### src/rtl/krs_pkg.sv
// key auto-repeat selector: shared types, reset values and the key-to-code table
// no dependencies
package krs_pkg;

  localparam int unsigned NUM_KEYS = 10;

  localparam logic [31:0] INITIAL_DELAY_RESET   = 32'(21428 / 2);
  localparam logic [31:0] REPEAT_INTERVAL_RESET = 32'(21428 / 10);

  typedef enum logic [1:0] {
    MODE_IDLE    = 2'd0,
    MODE_INITIAL = 2'd1,
    MODE_REPEAT  = 2'd2
  } hold_mode_t;

  typedef enum logic {
    REG_INITIAL_DELAY   = 1'b0,
    REG_REPEAT_INTERVAL = 1'b1
  } reg_index_t;

  typedef enum logic [3:0] {
    CODE_NONE   = 4'd0,
    CODE_UP     = 4'd1,
    CODE_DOWN   = 4'd2,
    CODE_LEFT   = 4'd3,
    CODE_RIGHT  = 4'd4,
    CODE_LTRIG  = 4'd5,
    CODE_RTRIG  = 4'd6,
    CODE_SELECT = 4'd7,
    CODE_BACK   = 4'd8,
    CODE_EXIT   = 4'd9,
    CODE_TOUCH  = 4'd10
  } cursor_code_t;

  // rank order: A, B, X, L, R, touch, up, down, left, right
  function automatic cursor_code_t rank_to_code(input logic [3:0] rank);
    cursor_code_t code;
    unique case (rank)
      4'd0:    code = CODE_SELECT;
      4'd1:    code = CODE_BACK;
      4'd2:    code = CODE_EXIT;
      4'd3:    code = CODE_LTRIG;
      4'd4:    code = CODE_RTRIG;
      4'd5:    code = CODE_TOUCH;
      4'd6:    code = CODE_UP;
      4'd7:    code = CODE_DOWN;
      4'd8:    code = CODE_LEFT;
      4'd9:    code = CODE_RIGHT;
      default: code = CODE_NONE;
    endcase
    return code;
  endfunction

endpackage

### src/rtl/key_auto_repeat_selector_unit.sv
// key auto-repeat selector, top level: input register, hold/repeat logic, result register
// depends on krs_pkg
//
//  channel  | dir | handshake         | content
//  ---------+-----+-------------------+---------------------------------------------
//  s_*      | in  | s_tvalid/s_tready | one poll: keys, touch position, time stamp
//  m_*      | out | m_tvalid/m_tready | one result per poll: cursor code and position
//  cfg_*    | in  | cfg_we            | initial delay (0), repeat interval (1)
//
// one poll per cycle sustained while the output is not stalled; a poll's result passes through
// the input register and then the result register
// (between them, one pass of priority encode and 32-bit subtract-compare)
// hold state updates as each poll moves into the result register, so the next poll sees it
// rst clears hold state and both valid flags and resets the configuration registers; no clearing pass
// a stalled output holds its result; the input register stalls behind it
module key_auto_repeat_selector_unit
  import krs_pkg::*;
(
  input  logic        clk,
  input  logic        rst,
  input  logic        s_tvalid,
  output logic        s_tready,
  input  logic [63:0] s_tdata,   // pressed_keys[9:0], touch_x[17:10], touch_y[25:18], now_time[57:26]
  output logic        m_tvalid,
  input  logic        m_tready,
  output logic [23:0] m_tdata,   // cursor_code[3:0], report_x[11:4], report_y[19:12]
  input  logic        cfg_we,
  input  logic        cfg_index,
  input  logic [31:0] cfg_data
);

  logic        in_valid;
  logic [9:0]  in_keys;
  logic [7:0]  in_x;
  logic [7:0]  in_y;
  logic [31:0] in_now_time;

  logic [31:0] initial_delay;
  logic [31:0] repeat_interval;

  hold_mode_t  hold_mode;
  hold_mode_t  hold_mode_next;
  logic [31:0] hold_start_time;
  logic [31:0] hold_start_time_next;
  logic [3:0]  held_key_index;
  logic [3:0]  held_key_index_next;

  logic         out_valid;
  cursor_code_t cursor_code;
  cursor_code_t cursor_code_next;
  logic [7:0]   report_x;
  logic [7:0]   report_x_next;
  logic [7:0]   report_y;
  logic [7:0]   report_y_next;

  logic        advance;
  logic [3:0]  first_rank;
  logic        any_pressed;
  logic        still_held;
  logic [31:0] elapsed;
  logic [31:0] limit;
  logic [9:0]  shifted_keys;

  assign advance  = in_valid && (!out_valid || m_tready);
  assign s_tready = !in_valid || advance;

  assign m_tvalid = out_valid;
  assign m_tdata  = {4'd0, report_y, report_x, cursor_code};

  // configuration
  always_ff @(posedge clk) begin
    if (rst) begin
      initial_delay   <= INITIAL_DELAY_RESET;
      repeat_interval <= REPEAT_INTERVAL_RESET;
    end else if (cfg_we) begin
      unique case (reg_index_t'(cfg_index))
        REG_INITIAL_DELAY:   initial_delay   <= cfg_data;
        REG_REPEAT_INTERVAL: repeat_interval <= cfg_data;
      endcase
    end
  end

  // input register
  always_ff @(posedge clk) begin
    if (rst) begin
      in_valid <= 1'b0;
    end else if (s_tready) begin
      in_valid <= s_tvalid;
    end
  end

  always_ff @(posedge clk) begin
    if (s_tvalid && s_tready) begin
      in_keys     <= s_tdata[9:0];
      in_x        <= s_tdata[17:10];
      in_y        <= s_tdata[25:18];
      in_now_time <= s_tdata[57:26];
    end
  end

  // priority encode, lowest bit wins
  always_comb begin
    first_rank = 4'(NUM_KEYS);
    for (int i = NUM_KEYS - 1; i >= 0; i--) begin
      if (in_keys[i]) first_rank = 4'(i);
    end
  end

  assign any_pressed  = |in_keys;
  assign shifted_keys = in_keys >> held_key_index;
  assign still_held   = (held_key_index < 4'(NUM_KEYS)) && shifted_keys[0];
  assign elapsed      = in_now_time - hold_start_time;
  assign limit        = (hold_mode == MODE_INITIAL) ? initial_delay : repeat_interval;

  always_comb begin
    hold_mode_next       = hold_mode;
    hold_start_time_next = hold_start_time;
    held_key_index_next  = held_key_index;
    cursor_code_next     = CODE_NONE;
    report_x_next        = 8'd0;
    report_y_next        = 8'd0;
    if ((hold_mode == MODE_INITIAL || hold_mode == MODE_REPEAT) && still_held) begin
      if (elapsed >= limit) begin
        hold_mode_next       = (first_rank == held_key_index) ? MODE_REPEAT : MODE_INITIAL;
        hold_start_time_next = in_now_time;
        held_key_index_next  = first_rank;
        cursor_code_next     = rank_to_code(first_rank);
        report_x_next        = in_x;
        report_y_next        = in_y;
      end
    end else if (any_pressed) begin
      // idle, released or unknown mode: fresh evaluation
      hold_mode_next       = MODE_INITIAL;
      hold_start_time_next = in_now_time;
      held_key_index_next  = first_rank;
      cursor_code_next     = rank_to_code(first_rank);
      report_x_next        = in_x;
      report_y_next        = in_y;
    end else begin
      hold_mode_next = MODE_IDLE;
    end
  end

  // hold state and result register
  always_ff @(posedge clk) begin
    if (rst) begin
      hold_mode       <= MODE_IDLE;
      hold_start_time <= 32'd0;
      held_key_index  <= 4'd0;
      out_valid       <= 1'b0;
    end else begin
      if (advance) begin
        hold_mode       <= hold_mode_next;
        hold_start_time <= hold_start_time_next;
        held_key_index  <= held_key_index_next;
        out_valid       <= 1'b1;
      end else if (m_tready) begin
        out_valid <= 1'b0;
      end
    end
  end

  always_ff @(posedge clk) begin
    if (advance) begin
      cursor_code <= cursor_code_next;
      report_x    <= report_x_next;
      report_y    <= report_y_next;
    end
  end

  a_held_index_range: assert property (@(posedge clk) disable iff (rst)
    (hold_mode != MODE_IDLE) |-> (held_key_index < 4'(NUM_KEYS)))
    else $error("held key index out of range while holding");

  a_report_retimes: assert property (@(posedge clk) disable iff (rst)
    (advance && cursor_code_next != CODE_NONE) |=> (hold_start_time == $past(in_now_time)))
    else $error("report did not restart the hold timer");

  a_idle_means_silent: assert property (@(posedge clk) disable iff (rst)
    (out_valid && hold_mode == MODE_IDLE) |-> (cursor_code == CODE_NONE))
    else $error("idle state after a reported key");

  a_silent_zero_pos: assert property (@(posedge clk) disable iff (rst)
    (out_valid && cursor_code == CODE_NONE) |-> (report_x == 8'd0 && report_y == 8'd0))
    else $error("position reported without a key");

endmodule
### config.mk
export PLATFORM = sky130hd
export DESIGN_NAME = key_auto_repeat_selector_unit
export DESIGN_NICKNAME = d
export VERILOG_FILES = /design/src/rtl/krs_pkg.sv /design/src/rtl/key_auto_repeat_selector_unit.sv
export SDC_FILE = /design/constraint.sdc
export NUM_CORES = 1
export LEC_CHECK = 0
export BUFFER_PORTS_ARGS = -buffer_cell sky130_fd_sc_hd__buf_2
export CORE_MARGIN = 10
export CORE_UTILIZATION = 53
export CTS_CLUSTER_SIZE = 25
export DETAILED_ROUTE_END_ITERATION = 10
export PLACE_DENSITY_LB_ADDON = 0.2
export SKIP_LAST_GASP = 1
export SYNTH_ARGS = -nofsm -noshare
export SYNTH_HDL_FRONTEND = slang
export SYNTH_SLANG_ARGS = --single-unit
### constraint.sdc
create_clock -name clk -period 4.32 [get_ports clk]
set_input_delay 0.432 -clock clk [delete_from_list [all_inputs] [get_ports clk]]
set_output_delay 0.432 -clock clk [all_outputs]
set_load 0.01 [all_outputs]
* Word level (Yosys, flattened, before mapping)
Memory sizes are Yosys's and may differ from the RTL's.
Index checks and enable logic that the tools add are counted.
** Cells by class
- Shift operators :: 1
- Bitwise gates (word level) :: 1
- Add/sub/neg operators :: 1
- Order comparisons :: 2
- Multiplexer cells :: 32
- Reduce and logical (&&, ||, !) cells :: 16
- Equal/unequal tests :: 4
** Operators by type and width (count)
- $mux W32 :: 4
- $mux W4 :: 15
- $mux W8 :: 6
- $ge A32 B32 Y1 :: 1
- $sub A32 B32 Y32 :: 1
- $reduce_or A10 Y1 :: 1
- $shr A10 B4 Y1 :: 1
- $mux W2 :: 4
- $reduce_and A2 Y1 :: 3
- $eq A4 B4 Y1 :: 1
- $logic_and A1 B1 Y1 :: 4
- $lt A4 B4 Y1 const B :: 1
- $reduce_bool A2 Y1 :: 2
- $logic_or A1 B1 Y1 :: 3
- $mux W1 :: 3
- $reduce_and A3 Y1 :: 1
- $eq A2 B1 Y1 const B :: 1
- $eq A2 B2 Y1 const B :: 1
- $logic_not A1 Y1 :: 2
- $ne A2 B1 Y1 const B :: 1
- $not A1 Y1 :: 1
** Word-level totals
- Output and inout port bits :: 26
- Register bits :: 182
- Word-level logic and storage cells :: 73
- Memories :: 2
- Input port bits :: 102
- Bits in read-only memories :: 128
** Memory list
- (name not given) :: depth 16, bits a word 4, read ports 1, clocked after Yosys merged registers in 0, write ports 0, line krs_pkg.sv:38 : unique case (rank)
- (name not given) :: depth 16, bits a word 4, read ports 1, clocked after Yosys merged registers in 0, write ports 0, line krs_pkg.sv:38

* Logic depth before layout (Yosys ltp)
- Depth after elaboration :: 14
- Gate-level depth with buffers :: 23
- Mapped depth without buffers :: 21

* Worst setup path before layout
OpenSTA, ideal clock, no wires.
- Kind :: register -> register
- From :: register in_now_time[1]
- To :: register hold_start_time[4]
- Library setup time :: 0.132 ns
- Clock period less this slack :: 4.257 ns
- Path slack :: 0.063 ns
- Data arrival time :: 4.125 ns
- Required time :: 4.188 ns
- Cell stages (with the launch flop) :: 20
- Buffers on the path :: 2
- Cells stage by stage :: edfxtp_1 ha_1 nor2b_1 o31a_1 o41a_1 o21ai_1 a21oi_1 o21a_1 a311o_1 ha_1 a21o_1 a21o_1 a21oi_1 o2bb2ai_1 o31a_1 or3_1 buf_6 buf_6 nand3_1 a21oi_1
** On the way
- Longest elaborated chain between the ends :: 4
** RTL lines
- start, declared :: line key_auto_repeat_selector_unit.sv:36 : logic [31:0] in_now_time;
- start signal, assigned :: line key_auto_repeat_selector_unit.sv:97 : in_now_time <= s_tdata[57:26];
- $sub A32 B32 Y32 :: line key_auto_repeat_selector_unit.sv:112 : assign elapsed = in_now_time - hold_start_time;
- $ge A32 B32 Y1 :: line key_auto_repeat_selector_unit.sv:123 : if (elapsed >= limit) begin
- $ne A2 B1 Y1 (no source line)
- $reduce_and A3 Y1 (no source line)
- end signal, assigned :: line key_auto_repeat_selector_unit.sv:154 : hold_start_time <= hold_start_time_next;
- end, declared :: line key_auto_repeat_selector_unit.sv:43 : logic [31:0] hold_start_time;
Every way passes these cells.
A chain may end at the register's enable or synchronous reset.

* Final worst setup path
Ends and elaborated chain as after synthesis.

==> flow_metrics.env <==
export IMPL_viasPerCell=5.491
export IMPL_ys_flop_type="dfxtp_1"
export IMPL_routed_via_count=7770
export IMPL_synth_compound_area_share_pct=16.26
export IMPL_grt_usage_pct=19.35
export IMPL_whs_ps=155.0
export IMPL_yosys_cell_count_top_type="nand2_1"
export IMPL_drt_iter0_markers=595
export IMPL_first_pass_iters=4
export IMPL_path_class="reg -> reg"
export IMPL_synthMuxAreaShare_pct=4.707
export IMPL_ant_nets=0
export IMPL_finalWirelength_mm=23.17
export IMPL_ys_warn_count=0
export IMPL_grt_first_pass_wirelength_mm=37.87
export IMPL_synth_simple_gate_area_share_pct=16.10
export IMPL_drv_slew=0
export IMPL_relSlewSlack_pct=35.36
export IMPL_min_period_ps=4587
export IMPL_p_leak_nw=4.590
export IMPL_ir_worst_vdd_mv=0.2932
export IMPL_io_pins=128
export IMPL_drive_above_1_share_pct=21.85
export IMPL_crit_fanout=20
export IMPL_start_kind="flip-flop"
export IMPL_die_height_um=153.6
export IMPL_wire_per_inst_um=16.37
export IMPL_synthTopCellsByArea="edfxtp_1 25%, dfxtp_1 22%, ha_1 9.0%, a21oi_1 6.5%, nand2_1 6.4%"
export IMPL_fin_crit_sh_pct=106.2
export IMPL_setup_viol=57
export IMPL_grt_max_degree=89
export IMPL_hold_viol=0
export IMPL_fillCellCount=1460
export IMPL_synthesis_area_sq_mm=0.009463
export IMPL_synth_common_cells="162 x nand2_1, 123 x a21oi_1, 104 x dfxtp_1, 78 x edfxtp_1, 68 x ha_1"
export IMPL_rsz0062_at_grt="yes"
export IMPL_die_width_um=153.6
export IMPL_synthCells=1010
export IMPL_yosysSeqAreaShare_pct=46.75
export IMPL_cts_root_buf="clkbuf_16"
export IMPL_worst_pin_slew_ps=969.5
export IMPL_numCtsBuffers=17
export IMPL_p_per_area_mw_per_mm2=381.6
export IMPL_cts_tree="built"
export IMPL_clock_skew_ps=14.16
export IMPL_row_count=48
export IMPL_remaining_drc_errors=0
export IMPL_clk_path_buf_depth=2
export IMPL_grt_antenna_before_repair=0
export IMPL_cts_sinks=182
export IMPL_dp_hpwl_mm=16.16
export IMPL_final_util_pct=65.88
export IMPL_required_ps=4600
export IMPL_yosys_area_top_type="edfxtp_1"
export IMPL_netlist_area_leader_share_pct=24.75
export IMPL_synth_avg_cell_area_sq_um=9.369
export IMPL_clock_latency_ps=450
export IMPL_syn_to_final_growth_pct=21.26
export IMPL_first_global_vias=7765
export IMPL_cap_violations=0
export IMPL_synth_edf_count=78
export IMPL_start_util_pct=54.33
export IMPL_crit_path_end_kind="flip-flop"
export IMPL_overflow=0
export IMPL_synth_top_family_by_area="compound AO/OA/AOI/OAI gates"
export IMPL_cts_max_level=4
export IMPL_fin_nets=1348
export IMPL_synth_adder_area_share_pct=9.203
export IMPL_yosysUniqueCellTypes=65
export IMPL_postLayoutSetupSlackWorst_ps=-266.6
export IMPL_min_path_type="in -> reg"
export IMPL_num_antenna_cells=0
export IMPL_async_flop_share_pct=0
export IMPL_core_area_sq_mm=0.01742
export IMPL_violations="negative setup slack"
export IMPL_path_clk_slew_ps=80
export IMPL_synthXorXnorAreaFrac_pct=2.406
export IMPL_gp_congestion=0.9212
export IMPL_status="complete, but fails checks"
export IMPL_die_area_sq_mm=0.02360
export IMPL_ys_ff_latch=182
export IMPL_port_buffers=117
export IMPL_max_freq_mhz=218.0
export IMPL_crit_arrival_ps=4870
## per-stage QoR
| step | cells | worst slack, ps | TNS, ps | power (mW) | instance area [sq um] |
|---|---|---|---|---|---|
| floorplan | 1013 | 63.14 | 0 | 2.541 | 9474 |
| global placement | 1374 | -243.1 | -11200 | 2.794 | 10650 |
| detailed placement | 1374 | -301.4 | -12450 | 2.816 | 10650 |
| CTS | 1413 | -141.5 | -4678 | 4.379 | 11390 |
| global route | 1415 | -403.1 | -19020 | 4.592 | 11470 |
| finish | 1415 | -266.6 | -11070 | 4.379 | 11470 |
## layer usage
metal  wire length, um  global-route usage, %
met5                 0                      0
met4               298                  5.578
met3               744                  4.156
met2             12240                  34.44
met1              9887                  22.84
## worst paths after layout
check                       end         startpoint  cells past startpoint  slack [ps]
max          hold_start_time[4]     in_now_time[1]                     19        -270
min reg2reg   initial_delay[25]  initial_delay[25]                      2         450
min                     in_y[0]        s_tdata[18]                      1         150
max reg2reg  hold_start_time[4]     in_now_time[1]                     19        -270
## flip-flops by register name (all words and copies together), names as in the netlist
| name | flops |
|---|---|
| in_x | 8 |
| report_y | 8 |
| in_keys | 10 |
| in_y | 8 |
| held_key_index | 4 |
| cursor_code | 4 |
| report_x | 8 |
| in_now_time | 32 |
| hold_start_time | 32 |
| repeat_interval | 32 |
| hold_mode | 2 |
| m_tvalid | 1 |
| in_valid | 1 |
| initial_delay | 32 |
## what timing repair did
| action | in CTS | in global routing |
|---|---|---|
| hold buffers | 0 | 0 |
| resized for setup | 30 | 19 |
| endpoints found under the setup margin | 57 | 58 |
| pin swaps | 4 | 8 |
| buffers inserted | 6 | 2 |
| cloned | 1 | 0 |
## final cells by class
class	instances	area [sq um]	area share (%)
well taps	225	281.5	2.453
clock inverters	13	125.1	1.090
inverters	50	187.7	1.636
repair buffers	196	1242	10.83
flip-flops and latches	182	4424	38.56
clock buffers	19	454.2	3.958
multi-input cells	730	4760	41.48
## cells in the final DEF, fill, tap and decap left out, types with 5 or more instances in the layout
cell,instances
nand2_1,161
a21oi_1,119
buf_2,117
dfxtp_1,104
edfxtp_1,78
buf_4,70
ha_1,66
nand3_1,53
inv_1,48
mux2i_1,37
o21ai_1,35
nor2_1,28
o21ai_0,21
a21o_1,21
and2_1,20
xnor2_1,19
clkbuf_16,18
nand2b_1,12
o21bai_1,9
nor3_1,8
o21a_1,8
nand4_1,8
xor2_1,7
inv_8,6
o211ai_1,5
buf_6,5
## where the power goes
part	switching, mW	leakage, nW	internal [mW]	total, mW
sequential	0.0450	1.61	1.89	1.94
combinational	0.481	2.70	0.416	0.897
clock	0.740	0.286	0.803	1.54
total	1.27	4.59	3.11	4.38
## cell families (layout without fill, tap and decap cells)
kind of cell	count (synthesis)	in the layout
and+or+nand+nor	329	329
adders and majority gates	69	69
muxes	41	41
buffers and inverters	101	278
AOI/OAI and AO/OA	261	261
DFF	182	182
other	1	4
xor gates and xnor gates	26	26
## critical path: stages, from the launching register on
cell and delay [ps]:
edfxtp_1 400, ha_1 300, nor2b_4 130, o31a_1 250
o41a_1 370, buf_4 160, o211ai_1 250, nand2_1 190
a211oi_2 270, a21oi_1 120, xnor2_1 300, ha_1 300
nand4_1 130, nor2_2 80, o2bb2ai_2 120, o31a_1 280
or3_4 440, buf_12 170, nand3_1 100, a21oi_1 70
No activity file was read; power rests on OpenSTA's default activity.
